## src/rtl/spt_pkg.sv

```systemverilog
`default_nettype none
package spt_pkg;

  localparam int unsigned MaxPoints = 64;
  localparam int unsigned IdxW      = $clog2(MaxPoints);
  localparam int unsigned CntW      = IdxW + 1;
  localparam int unsigned MagW      = 16;
  localparam int unsigned TotW      = 22;
  localparam int unsigned PressW    = 16;
  localparam int unsigned PhaseW    = 17;
  localparam int unsigned CoefW     = 33;
  localparam int unsigned ProdW     = PhaseW + CoefW;

  localparam logic [CoefW-1:0] S1 = 33'd6746518852;
  localparam logic [CoefW-1:0] S3 = 33'd2774394673;
  localparam logic [CoefW-1:0] S5 = 33'd342277223;
  localparam logic [CoefW-1:0] S7 = 33'd20107981;
  localparam logic [CoefW-1:0] S9 = 33'd689090;

  typedef struct packed {
    logic signed [15:0] x_coord;
    logic signed [15:0] y_coord;
    logic [15:0]        pen_pressure;
    logic               last_point;
  } in_item_t;

  typedef struct packed {
    logic [5:0]  point_index;
    logic [15:0] new_pressure;
    logic        last_result;
    logic        points_dropped;
  } out_item_t;

  typedef enum logic [3:0] {
    ST_IDLE, ST_SQX, ST_SQY, ST_SQADD, ST_SQRT, ST_STORE,
    ST_READ, ST_EVAL, ST_PREP, ST_DIV, ST_MUL, ST_EMIT
  } state_e;

  typedef enum logic [2:0] {
    MOP_XX, MOP_YY, MOP_PP, MOP_QS9, MOP_QT, MOP_PT
  } mop_e;

  typedef enum logic [2:0] {
    PST_Q, PST_S7, PST_S5, PST_S3, PST_S1, PST_OUT
  } pst_e;

  typedef struct packed {
    logic in_load;
    logic mul_go;
    mop_e mul_op;
    logic sq_first;
    logic sq_add;
    logic sq_step;
    logic store;
    logic ovf_set;
    logic walk_start;
    logic rd;
    logic eval;
    logic press_zero;
    logic div_init;
    logic div_step;
    logic div_first;
    logic post;
    pst_e post_op;
    logic emit;
    logic stroke_clear;
  } cmd_t;

  typedef struct packed {
    logic last;
    logic full;
    logic active;
    logic tot_zero;
    logic out_free;
    logic walk_end;
  } sts_t;

endpackage
`default_nettype wire

```

## src/rtl/spt_ctrl.sv

```systemverilog
`default_nettype none
module spt_ctrl (
  input  wire            clk_i,
  input  wire            rst_ni,
  input  wire            in_valid_i,
  output logic           in_stall_o,
  input  wire  spt_pkg::sts_t sts_i,
  output spt_pkg::cmd_t  cmd_o
);

  spt_pkg::state_e state_q, state_d;
  logic [4:0] cnt_q, cnt_d;
  logic       acc;
  logic [2:0] k;

  assign in_stall_o = (state_q != spt_pkg::ST_IDLE);
  assign acc = in_valid_i & ~in_stall_o;
  assign k = cnt_q[3:1];

  always_ff @(posedge clk_i or negedge rst_ni) begin
    if (!rst_ni) begin
      state_q <= spt_pkg::ST_IDLE;
      cnt_q   <= '0;
    end else begin
      state_q <= state_d;
      cnt_q   <= cnt_d;
    end
  end

  always_comb begin
    state_d = state_q;
    cnt_d   = cnt_q + 5'd1;
    case (state_q)
      spt_pkg::ST_IDLE: begin
        if (acc) begin
          if (!sts_i.full) state_d = spt_pkg::ST_SQX;
          else if (sts_i.last) state_d = spt_pkg::ST_READ;
        end
      end
      spt_pkg::ST_SQX: state_d = spt_pkg::ST_SQY;
      spt_pkg::ST_SQY: state_d = spt_pkg::ST_SQADD;
      spt_pkg::ST_SQADD: begin
        state_d = spt_pkg::ST_SQRT;
        cnt_d   = '0;
      end
      spt_pkg::ST_SQRT: if (cnt_q == 5'd15) state_d = spt_pkg::ST_STORE;
      spt_pkg::ST_STORE: state_d = sts_i.last ? spt_pkg::ST_READ : spt_pkg::ST_IDLE;
      spt_pkg::ST_READ: state_d = spt_pkg::ST_EVAL;
      spt_pkg::ST_EVAL: begin
        state_d = (sts_i.active && !sts_i.tot_zero) ? spt_pkg::ST_PREP : spt_pkg::ST_EMIT;
      end
      spt_pkg::ST_PREP: begin
        state_d = spt_pkg::ST_DIV;
        cnt_d   = '0;
      end
      spt_pkg::ST_DIV: begin
        if (cnt_q == 5'd16) begin
          state_d = spt_pkg::ST_MUL;
          cnt_d   = '0;
        end
      end
      spt_pkg::ST_MUL: if (cnt_q == 5'd11) state_d = spt_pkg::ST_EMIT;
      spt_pkg::ST_EMIT: begin
        if (sts_i.out_free) begin
          state_d = sts_i.walk_end ? spt_pkg::ST_IDLE : spt_pkg::ST_READ;
        end
      end
      default: state_d = spt_pkg::ST_IDLE;
    endcase
  end

  always_comb begin
    cmd_o = '0;
    cmd_o.mul_op  = spt_pkg::MOP_XX;
    cmd_o.post_op = spt_pkg::PST_Q;
    case (state_q)
      spt_pkg::ST_IDLE: begin
        if (acc) begin
          cmd_o.in_load    = ~sts_i.full;
          cmd_o.ovf_set    = sts_i.full;
          cmd_o.walk_start = sts_i.full;
        end
      end
      spt_pkg::ST_SQX: begin
        cmd_o.mul_go = 1'b1;
        cmd_o.mul_op = spt_pkg::MOP_XX;
      end
      spt_pkg::ST_SQY: begin
        cmd_o.mul_go   = 1'b1;
        cmd_o.mul_op   = spt_pkg::MOP_YY;
        cmd_o.sq_first = 1'b1;
      end
      spt_pkg::ST_SQADD: cmd_o.sq_add = 1'b1;
      spt_pkg::ST_SQRT: cmd_o.sq_step = 1'b1;
      spt_pkg::ST_STORE: begin
        cmd_o.store      = 1'b1;
        cmd_o.walk_start = sts_i.last;
      end
      spt_pkg::ST_READ: cmd_o.rd = 1'b1;
      spt_pkg::ST_EVAL: begin
        cmd_o.eval       = 1'b1;
        cmd_o.press_zero = ~(sts_i.active & ~sts_i.tot_zero);
      end
      spt_pkg::ST_PREP: cmd_o.div_init = 1'b1;
      spt_pkg::ST_DIV: begin
        cmd_o.div_step  = 1'b1;
        cmd_o.div_first = (cnt_q == 5'd0);
      end
      spt_pkg::ST_MUL: begin
        cmd_o.mul_go = ~cnt_q[0];
        cmd_o.post   = cnt_q[0];
        case (k)
          3'd0: begin
            cmd_o.mul_op  = spt_pkg::MOP_PP;
            cmd_o.post_op = spt_pkg::PST_Q;
          end
          3'd1: begin
            cmd_o.mul_op  = spt_pkg::MOP_QS9;
            cmd_o.post_op = spt_pkg::PST_S7;
          end
          3'd2: begin
            cmd_o.mul_op  = spt_pkg::MOP_QT;
            cmd_o.post_op = spt_pkg::PST_S5;
          end
          3'd3: begin
            cmd_o.mul_op  = spt_pkg::MOP_QT;
            cmd_o.post_op = spt_pkg::PST_S3;
          end
          3'd4: begin
            cmd_o.mul_op  = spt_pkg::MOP_QT;
            cmd_o.post_op = spt_pkg::PST_S1;
          end
          default: begin
            cmd_o.mul_op  = spt_pkg::MOP_PT;
            cmd_o.post_op = spt_pkg::PST_OUT;
          end
        endcase
      end
      spt_pkg::ST_EMIT: begin
        cmd_o.emit         = sts_i.out_free;
        cmd_o.stroke_clear = sts_i.out_free & sts_i.walk_end;
      end
      default: ;
    endcase
  end

endmodule
`default_nettype wire

```

## src/rtl/spt_dp.sv

```systemverilog
`default_nettype none
module spt_dp (
  input  wire                  clk_i,
  input  wire                  rst_ni,
  input  wire  spt_pkg::in_item_t in_data_i,
  input  wire  spt_pkg::cmd_t  cmd_i,
  output spt_pkg::sts_t        sts_o,
  output logic                 out_valid_o,
  input  wire                  out_stall_i,
  output spt_pkg::out_item_t   out_data_o
);

  localparam int unsigned IdxW  = spt_pkg::IdxW;
  localparam int unsigned CntW  = spt_pkg::CntW;
  localparam int unsigned MagW  = spt_pkg::MagW;
  localparam int unsigned TotW  = spt_pkg::TotW;
  localparam int unsigned PW    = spt_pkg::PhaseW;
  localparam int unsigned CW    = spt_pkg::CoefW;
  localparam int unsigned ProdW = spt_pkg::ProdW;

  logic [MagW-1:0] mag_mem [spt_pkg::MaxPoints];
  logic            act_mem [spt_pkg::MaxPoints];

  logic [15:0]     ax_q, ay_q;
  logic            act_q, last_q;
  logic [31:0]     v_q, res_q, bit_q;
  logic [TotW-1:0] total_q, len_q;
  logic [CntW-1:0] count_q;
  logic            ovf_q;
  logic [IdxW-1:0] idx_q;
  logic [MagW-1:0] rd_mag_q;
  logic            rd_act_q;
  logic [TotW:0]   r_q;
  logic [PW-1:0]   p_q, q_q;
  logic [CW-1:0]   t_q;
  logic [ProdW-1:0] prod_q;
  logic [15:0]     press_q;
  logic            out_valid_q;
  spt_pkg::out_item_t out_q;

  logic [PW-1:0]   mul_a;
  logic [CW-1:0]   mul_b;
  logic [31:0]     sum_rb;
  logic [TotW:0]   twice, dev, r_sh, r_sub;
  logic [TotW-1:0] num;
  logic [CW:0]     horner;
  logic [ProdW:0]  rnd;
  logic [PW+1:0]   s_full;
  logic            out_free;

  assign out_free = ~out_valid_q | ~out_stall_i;

  always_comb begin
    mul_a = '0;
    mul_b = '0;
    case (cmd_i.mul_op)
      spt_pkg::MOP_XX: begin
        mul_a = {1'b0, ax_q};
        mul_b = {{(CW-16){1'b0}}, ax_q};
      end
      spt_pkg::MOP_YY: begin
        mul_a = {1'b0, ay_q};
        mul_b = {{(CW-16){1'b0}}, ay_q};
      end
      spt_pkg::MOP_PP: begin
        mul_a = p_q;
        mul_b = {{(CW-PW){1'b0}}, p_q};
      end
      spt_pkg::MOP_QS9: begin
        mul_a = q_q;
        mul_b = spt_pkg::S9;
      end
      spt_pkg::MOP_QT: begin
        mul_a = q_q;
        mul_b = t_q;
      end
      spt_pkg::MOP_PT: begin
        mul_a = p_q;
        mul_b = t_q;
      end
      default: ;
    endcase
  end

  always_comb begin
    horner = '0;
    case (cmd_i.post_op)
      spt_pkg::PST_S7: horner = {1'b0, spt_pkg::S7} - {1'b0, prod_q[16 +: CW]};
      spt_pkg::PST_S5: horner = {1'b0, spt_pkg::S5} - {1'b0, prod_q[16 +: CW]};
      spt_pkg::PST_S3: horner = {1'b0, spt_pkg::S3} - {1'b0, prod_q[16 +: CW]};
      spt_pkg::PST_S1: horner = {1'b0, spt_pkg::S1} - {1'b0, prod_q[16 +: CW]};
      default: horner = '0;
    endcase
  end

  assign rnd    = {1'b0, prod_q} + ((ProdW+1)'(1) << 31);
  assign s_full = rnd[32 +: PW+2];

  assign sum_rb = res_q + bit_q;

  assign twice = {len_q, 1'b0};
  assign dev   = (twice > {1'b0, total_q}) ? twice - {1'b0, total_q}
                                           : {1'b0, total_q} - twice;
  assign num   = (dev > {1'b0, total_q}) ? '0 : total_q - dev[TotW-1:0];
  assign r_sh  = cmd_i.div_first ? r_q : {r_q[TotW-1:0], 1'b0};
  assign r_sub = r_sh - {1'b0, total_q};

  always_ff @(posedge clk_i) begin
    if (cmd_i.in_load) begin
      ax_q   <= in_data_i.x_coord[15] ? 16'(-in_data_i.x_coord) : in_data_i.x_coord;
      ay_q   <= in_data_i.y_coord[15] ? 16'(-in_data_i.y_coord) : in_data_i.y_coord;
      act_q  <= (in_data_i.pen_pressure != 16'd0);
    end
    if (cmd_i.mul_go) prod_q <= {{(ProdW-PW){1'b0}}, mul_a} * {{(ProdW-CW){1'b0}}, mul_b};
    if (cmd_i.sq_first) v_q <= prod_q[31:0];
    if (cmd_i.sq_add) begin
      v_q   <= v_q + prod_q[31:0];
      res_q <= '0;
      bit_q <= 32'h4000_0000;
    end
    if (cmd_i.sq_step) begin
      if (v_q >= sum_rb) begin
        v_q   <= v_q - sum_rb;
        res_q <= (res_q >> 1) + bit_q;
      end else begin
        res_q <= res_q >> 1;
      end
      bit_q <= bit_q >> 2;
    end
    if (cmd_i.store) begin
      mag_mem[count_q[IdxW-1:0]] <= res_q[MagW-1:0];
      act_mem[count_q[IdxW-1:0]] <= act_q;
    end
    if (cmd_i.rd) begin
      rd_mag_q <= mag_mem[idx_q];
      rd_act_q <= act_mem[idx_q];
    end
    if (cmd_i.walk_start) len_q <= '0;
    else if (cmd_i.eval && rd_act_q) len_q <= len_q + TotW'(rd_mag_q);
    if (cmd_i.div_init) begin
      r_q <= {1'b0, num};
      p_q <= '0;
    end
    if (cmd_i.div_step) begin
      if (r_sh >= {1'b0, total_q}) begin
        r_q <= r_sub;
        p_q <= {p_q[PW-2:0], 1'b1};
      end else begin
        r_q <= r_sh;
        p_q <= {p_q[PW-2:0], 1'b0};
      end
    end
    if (cmd_i.post) begin
      if (cmd_i.post_op == spt_pkg::PST_Q) q_q <= prod_q[16 +: PW];
      else if (cmd_i.post_op == spt_pkg::PST_OUT)
        press_q <= (s_full > (PW+2)'(16'hFFFF)) ? 16'hFFFF : s_full[15:0];
      else t_q <= horner[CW-1:0];
    end
    if (cmd_i.press_zero) press_q <= '0;
    if (cmd_i.emit) begin
      out_q.point_index    <= idx_q;
      out_q.new_pressure   <= press_q;
      out_q.last_result    <= ({1'b0, idx_q} + CntW'(1)) == count_q;
      out_q.points_dropped <= ovf_q;
    end
  end

  always_ff @(posedge clk_i or negedge rst_ni) begin
    if (!rst_ni) begin
      total_q     <= '0;
      count_q     <= '0;
      ovf_q       <= 1'b0;
      last_q      <= 1'b0;
      idx_q       <= '0;
      out_valid_q <= 1'b0;
    end else begin
      if (cmd_i.in_load || cmd_i.ovf_set) last_q <= in_data_i.last_point;
      if (cmd_i.ovf_set) ovf_q <= 1'b1;
      if (cmd_i.store) begin
        count_q <= count_q + CntW'(1);
        if (act_q) total_q <= total_q + TotW'(res_q[MagW-1:0]);
      end
      if (cmd_i.walk_start) idx_q <= '0;
      else if (cmd_i.emit) idx_q <= idx_q + IdxW'(1);
      if (cmd_i.stroke_clear) begin
        total_q <= '0;
        count_q <= '0;
        ovf_q   <= 1'b0;
      end
      if (cmd_i.emit) out_valid_q <= 1'b1;
      else if (!out_stall_i) out_valid_q <= 1'b0;
    end
  end

  assign sts_o.last     = cmd_i.ovf_set ? in_data_i.last_point : last_q;
  assign sts_o.full     = (count_q == CntW'(spt_pkg::MaxPoints));
  assign sts_o.active   = rd_act_q;
  assign sts_o.tot_zero = (total_q == '0);
  assign sts_o.out_free = out_free;
  assign sts_o.walk_end = ({1'b0, idx_q} + CntW'(1)) == count_q;

  assign out_valid_o = out_valid_q;
  assign out_data_o  = out_q;

endmodule
`default_nettype wire

```

## src/rtl/stroke_pressure_taper.sv

```systemverilog
// Stroke pressure taper.
// Input channel: one point per transfer (x, y, pressure, last flag) on
// in_valid_i / in_stall_o. Output channel: one result per stored point on
// out_valid_o / out_stall_i.
// A point is accepted only while the block is idle. A stored point holds
// the input stall until it is stored, so the next point waits for it: a
// shared 17x33 multiplier forms x*x and y*y, the two squares are summed,
// then a 16-step square root runs and the point is stored.
// A point that arrives with the store full is dropped.
// After the last point the stored points are walked in order. An active
// point with nonzero total takes a memory read, a 17-step divider for
// the phase and six multiplies of the sine polynomial on the shared
// multiplier. Any other point is read and emitted with zero pressure.
// Results pass through one output register; the next result is computed
// while it waits, and the walk holds while the receiver stalls.
// Reset clears the point count, running total, overflow flag and the
// output valid; the point store itself is not cleared.
`default_nettype none
module stroke_pressure_taper (
  input  wire                    clk_i,
  input  wire                    rst_ni,
  input  wire                    in_valid_i,
  output logic                   in_stall_o,
  input  wire  spt_pkg::in_item_t in_data_i,
  output logic                   out_valid_o,
  input  wire                    out_stall_i,
  output spt_pkg::out_item_t     out_data_o
);

  spt_pkg::cmd_t cmd;
  spt_pkg::sts_t sts;

  spt_ctrl u_ctrl (
    .clk_i      (clk_i),
    .rst_ni     (rst_ni),
    .in_valid_i (in_valid_i),
    .in_stall_o (in_stall_o),
    .sts_i      (sts),
    .cmd_o      (cmd)
  );

  spt_dp u_dp (
    .clk_i       (clk_i),
    .rst_ni      (rst_ni),
    .in_data_i   (in_data_i),
    .cmd_i       (cmd),
    .sts_o       (sts),
    .out_valid_o (out_valid_o),
    .out_stall_i (out_stall_i),
    .out_data_o  (out_data_o)
  );

endmodule
`default_nettype wire

```

## config.mk

```make
export PLATFORM = sky130hd
export DESIGN_NAME = stroke_pressure_taper
export DESIGN_NICKNAME = d
export VERILOG_FILES = /design/src/rtl/spt_pkg.sv /design/src/rtl/spt_ctrl.sv /design/src/rtl/spt_dp.sv /design/src/rtl/stroke_pressure_taper.sv
export SDC_FILE = /design/constraint.sdc
export NUM_CORES = 2
export LEC_CHECK = 0
export BUFFER_PORTS_ARGS = -buffer_cell sky130_fd_sc_hd__buf_2
export CAP_MARGIN = 0
export CELL_PAD_IN_SITES_DETAIL_PLACEMENT = 1
export CELL_PAD_IN_SITES_GLOBAL_PLACEMENT = 1
export CORE_ASPECT_RATIO = 0.75
export CORE_UTILIZATION = 54
export CTS_CLUSTER_SIZE = 14
export DETAILED_ROUTE_END_ITERATION = 7
export HOLD_SLACK_MARGIN = 0.15
export PLACE_DENSITY_LB_ADDON = 0.2
export SYNTH_ARGS = -nofsm -noshare
export SYNTH_HDL_FRONTEND = slang
export SYNTH_SLANG_ARGS = --single-unit
export TNS_END_PERCENT = 1
```

## constraint.sdc

```tcl
create_clock -name clk_i -period 9.6 [get_ports clk_i]
set_input_delay 0.96 -clock clk_i [delete_from_list [all_inputs] [get_ports clk_i]]
set_output_delay 0.96 -clock clk_i [all_outputs]
set_load 0.05 [all_outputs]
```

# == Word-level counts from Yosys, hierarchy flattened ==
# Memories as Yosys holds them, arrays and structs flattened. A register that Yosys moved wholly into a read port is not among the register bits.
# Cells that the tools add are included.
# totals
ff_bits,362
ramBits,1088
inputBits,53
out_inout_bits,26
mem_count,2
# op_classes
add_sub_neg,21
n_mul,1
n_lt_le_gt_ge,5
eq_ne,37
muxes,69
n_bitwise,13
n_reduce_logical,28
# memory_table
name,words,word_bits,read_ports,rd_clocked_by_memory_dff,write_ports,line_no,rtl
u_dp.mag_mem,64,16,1,1,1,spt_dp.sv:21,logic [MagW-1:0] mag_mem [spt_pkg::MaxPoints];
u_dp.act_mem,64,1,1,1,1,spt_dp.sv:22,logic act_mem [spt_pkg::MaxPoints];
# op_table
cell,n
2-to-1 mux 32 bit,7
one-hot mux 33 bit (5 select lines),1
one-hot mux 33 bit (4 select lines),1
2-to-1 mux 23 bit,5
2-to-1 mux 22 bit,4
one-hot mux 17 bit (4 select lines),1
2-to-1 mux 29 bit,2
"adder 50 x 32 -> 51 bit, second input constant",1
multiplier 17 x 33 -> 50 bit,1
one-hot mux 4 bit (12 select lines),1
> comparator 23 x 22 -> 1 bit,2
subtractor 23 x 22 -> 23 bit,2
adder 22 x 16 -> 22 bit,2
2-to-1 mux 17 bit,2
"subtractor 25 x 33 -> 33 bit, first input constant",1
"subtractor 29 x 33 -> 33 bit, first input constant",1
"subtractor 32 x 33 -> 33 bit, first input constant",1
"subtractor 33 bit, first input constant",1
adder 31 x 31 -> 32 bit,1
adder 32 x 31 -> 32 bit,1
adder 32 bit,1
>= comparator 32 bit,1
2-to-1 mux 4 bit,8
negation 16 bit,2
other kinds (53),124

# == Longest topological paths before layout ==
# depth
ltp_word,10
mapped_depth,34
mapped_depth_nobuf,31

# == Hierarchy ==
# From an unflattened synthesis, not the netlist that was laid out.
# hier_totals
cells_unflattened,7631
hier_area_um2,89803.6
# modules_own_cells
module,n_inst,cells_per_inst,area_each_um2,seq_area_each_um2
spt_dp,1,7519,88934.0,42881.1
spt_ctrl,1,112,869.6,225.2

# == Worst setup path after synthesis ==
# Ideal clock, no wire load.
# synth_path
path_kind,flip-flop to flip-flop
start,register u_ctrl.state_q[2]
end,"register u_dp.prod_q[46], data pin"
setup_ns,0.265
arrival_ns,7.700
required_time_ns,9.335
slack_ns,1.635
path_stages_with_launch,30
n_path_buf,4
period_less_slack_ns,7.965
path_cell_list,dfrtp_1 -> clkbuf_1 -> nor3_1 -> clkbuf_1 -> buf_2 -> a22oi_1 -> nand2_1 -> clkbuf_1 -> nand2_1 -> fa_1 -> inv_1 -> fa_1 -> inv_1 -> fa_1 -> inv_1 -> fa_1 -> fa_1 -> inv_1 -> fa_1 -> inv_1 -> ha_1 -> a21oi_1 -> o21ai_0 -> a221o_1 -> a22o_1 -> a31oi_1 -> o2111ai_1 -> a311oi_1 -> o21ai_0 -> xor2_1
# synth_between
elab_chain_len,6
word_cells_on_any_way,16
# synth_lines
element,line_no,rtl
from (decl),spt_ctrl.sv:11,"spt_pkg::state_e state_q, state_d;"
from (signal assigned),spt_ctrl.sv:22,state_q <= spt_pkg::ST_IDLE;
from (signal assigned),spt_ctrl.sv:25,state_q <= state_d;
"equality test 4 bit, or another cell as far along",spt_ctrl.sv:76,case (state_q)
one-hot mux 4 bit (3 select lines) (*),spt_ctrl.sv:76,
equality test 3 bit / equality test 3 x 2 -> 1 bit (equally long branches),spt_dp.sv:56,case (cmd_i.mul_op)
OR reduction 2 bit (no source line),--,
one-hot mux 33 bit (5 select lines) / one-hot mux 17 bit (4 select lines) (equally long branches),spt_dp.sv:56,
multiplier 17 x 33 -> 50 bit (*),spt_dp.sv:114,"if (cmd_i.mul_go) prod_q <= {{(ProdW-PW){1'b0}}, mul_a} * {{(ProdW-CW){1'b0}}, mul_b};"
to (signal assigned),spt_dp.sv:114,
to (decl),spt_dp.sv:36,logic [ProdW-1:0] prod_q;
# Every way passes the cells marked *; elsewhere a longest branch is shown, timed or not.
# A chain may end at the register's enable or synchronous reset.

# == Worst setup path in the final report ==
# layout_path
start,register u_ctrl.state_q[1]
end,"register u_dp.prod_q[46], data pin"
# Same word-level chain as after synthesis.

==> results.tsv <==
stage	metric	value	unit
run_status	outcome	finished clean	
critical_path	crit_fanout	18	
critical_path	critPathLaunch	u_ctrl.state_q[1]$_DFFE_PN0P_	
route	ant_nets	0	
synth	synthCells	7143	
floorplan	floorplan.initialDensity	54.6	%
clock_network	clk_latency	820	ps
critical_path	worstSetupPathType	reg2reg	
critical_path	crit_path_top_delay_cell	dfrtp_1	
run	drv_cap	0	
synth	synthAdderAreaFrac	16.1	%
clock_network	cts.sinks	1467	
critical_path	critPathRequiredTime	10130	ps
placement	hpwl	208000	µm
synth	yosysTopAreaCellShare	45.4	%
critical_path	worstPathArrival	9950	ps
synth	yosys.area.top_type	edfxtp_1	
grt	grt_pass1_vias	65700	
floorplan	die_y	354	µm
grt	grt_max_degree	136	
floorplan	core-area	163000	µm²
grt	grt_antenna_before_repair	20	
critical_path	critPathBufInv	8	
route	wire_per_inst	31.8	µm
layout	drive_gt1_share	13.9	%
synth	synth_area_leaders	edfxtp_1 (45%), fa_1 (11%), mux4_2 (9.0%)	
synth	synth_top_family_by_area	adder cells	
min_path	hold_path_class	in2async	
synth	yosys.area_share.simple	9.10	%
route	drt-vias-per-instance	6.63	
clock_network	tritoncts	yes	
synth	synth-xor-area-share	3.22	%
route	drt-initial-drc-count	8420	
synth	post-synth-top-count-cell	edfxtp_1	
layout	finalNetCount	8194	
placement	place_congestion	1.00	
critical_path	r2r-end	u_dp.prod_q[46]$_DFFE_PP_	
synth	synthesis.nets	8060	
sta	drv_slew	0	
sta	final-hold-violation-count	0	
critical_path	rrSetupSlack	180	ps
sta	finClkSkew	52.9	ps
synth	ys_async_sr_fraction	3.20	%
grt	grt_first_pass_wirelength	448000	µm
grt	grt_overflow	0	
sta	fin_crit_sh	98.1	%
floorplan	io_pins	79	
sta	relSlewSlack	16.8	%
synth	synth_common_cells	edfxtp_1 (1349), nand2_1 (798), inv_1 (705)	
critical_path	reg2reg_depth	30	
critical_path	crit_end	u_dp.prod_q[46]$_DFFE_PP_	
floorplan	rows	128	
sta	setup_viol	0	
sta	hold_slack	359	ps
synth	ys.flop_type	edfxtp_1	
floorplan	dieArea	167000	µm²
synth	synth_area	89200	µm²
synth	synth-edff-count	1349	
synth	yosysSeqAreaShare	48.4	%
route	drc	0	
critical_path	r2r-start	u_ctrl.state_q[1]$_DFFE_PN0P_	
critical_path	path_delay_family	adder cells	
synth	syn_area_per_cell	12.5	µm²
synth	ys_types	103	
grt	grt_usage	36.7	%
synth	muxShareOfSynthArea	9.96	%
layout	synthToLayoutAreaGrowth	9.61	%
clock_network	cts_inserted_buffers	147	
sta	rsz0062_at_grt	false	
critical_path	cp.depth	30	
clock_network	htreeDepth	4	
route	first_pass_iters	7	
sta	tightest_slew	1250	ps
critical_path	start_kind	flop	
clock_network	clk_pin_slew	60	ps
synth	ys.warnings.count	0	
floorplan	die_w	471	µm
sta	max_freq	0.106	GHz
route	wirelength	304000	µm
critical_path	cpPeakStageDelay	560	ps
clock_network	cts_root_buf	clkbuf_16	
layout	fillers	16200	
route	vias	63300	
synth	ys_seq_elements	1467	
sta	fin_tns_setup	0	ps
placement	port_buffers	78	
critical_path	crit_path_end_kind	flop	
synth	synth-compound-area-share	8.80	%
clock_network	clockBufferDepth	3	
sta	post-route-min-period	9420	ps
## cell usage in the layout (no fill, tap or decap), drive strengths merged, types with 62 or more instances in the layout
master and instances:
xnor2 204, mux4 357, a21o 111, nor3 91
dfxtp 71, ha 391, buf 313, edfxtp 1349
nand3 93, mux2i 70, inv 711, xor2 124
o21ai 241, and2 98, nor2 494, nand2 799
clkinv 62, a21oi 286, clkbuf 188, fa 473
## cell type report
type / instances / area, µm² / area share [%]
flip-flops and latches: 1467 / 43100 / 44.1
multi-input cells: 4641 / 42300 / 43.3
clock buffers: 188 / 3920 / 4.02
well taps: 2145 / 2680 / 2.75
inverters: 707 / 2650 / 2.72
repair buffers: 313 / 2200 / 2.26
clock inverters: 76 / 820 / 0.839
diodes: 3 / 7.51 / 0.00768
## routing by layer
metal	GRT usage, %	vias to the layer above	share of wire (%)
li1	-	26000	-
met1	53.1	32800	41
met2	53.8	3832	43
met3	10.8	651	13
met4	10.6	24	3.3
met5	0	-	0.055
## logic make-up after synthesis
kind of cell / Yosys count
AND/OR/NAND/NOR: 1834
flip-flops: 1467
AO/OA/AOI/OAI: 1176
buffers and inverters: 1035
adder cells (fa/ha/maj): 864
multiplexers: 439
XOR/XNOR: 328
## through the flow
step | util (%) | setup WS [ps] | instance area (µm²) | instances
CTS | 59.9 | 181 | 97700 | 9537
global route | 59.9 | 24.8 | 97700 | 9538
detailed placement | 56.9 | 251 | 92900 | 9273
finish | 59.9 | 178 | 97700 | 9540
global placement | 56.9 | 542 | 92900 | 9273
floorplan | - | 1640 | 89200 | 7143
## worst min path at each step
stage	start	end	slack, ps
finish	rst_ni	u_dp.count_q[3]$_DFFE_PN0P_	360
global route	in_data_i[33]	u_dp.ax_q[0]$_DFFE_PP_	360
CTS	rst_ni	u_dp.count_q[3]$_DFFE_PN0P_	330
detailed placement	u_dp.press_q[0]$_SDFFE_PP0P_	u_dp.out_data_o[2]$_DFFE_PP_	440
global placement	u_dp.press_q[0]$_SDFFE_PP0P_	u_dp.out_data_o[2]$_DFFE_PP_	420
floorplan	u_dp.press_q[8]$_SDFFE_PP0P_	u_dp.out_data_o[10]$_DFFE_PP_	410
## sequential cells by signal (all words and copies together) (netlist names), 4 cells and up
signal and flops:
u_dp.p_q 17, u_dp.count_q 7, u_dp.prod_q 50, u_dp.bit_q 16, u_dp.out_data_o 24, u_dp.total_q 22, u_dp.idx_q 6, u_dp.v_q 32
u_dp.rd_mag_q 16, u_dp.press_q 16, u_dp.len_q 22, u_dp.q_q 17, u_dp.res_q 32, u_dp.act_mem 64, u_ctrl.state_q 4, u_dp.r_q 23
u_dp.ax_q 16, u_dp.mag_mem 1024, u_dp.ay_q 16, u_dp.t_q 33, u_ctrl.cnt_q 5
## timing repair
| action | in CTS | in global routing |
|---|---|---|
| buffers inserted | 0 | 0 |
| endpoints found under the setup margin | 0 | 9 |
| hold buffers | 0 | 0 |
| gates resized for setup | 0 | 7 |
Power is not shown: default switching activity piles up to over one toggle a cycle in this logic, so the estimate is an artifact.
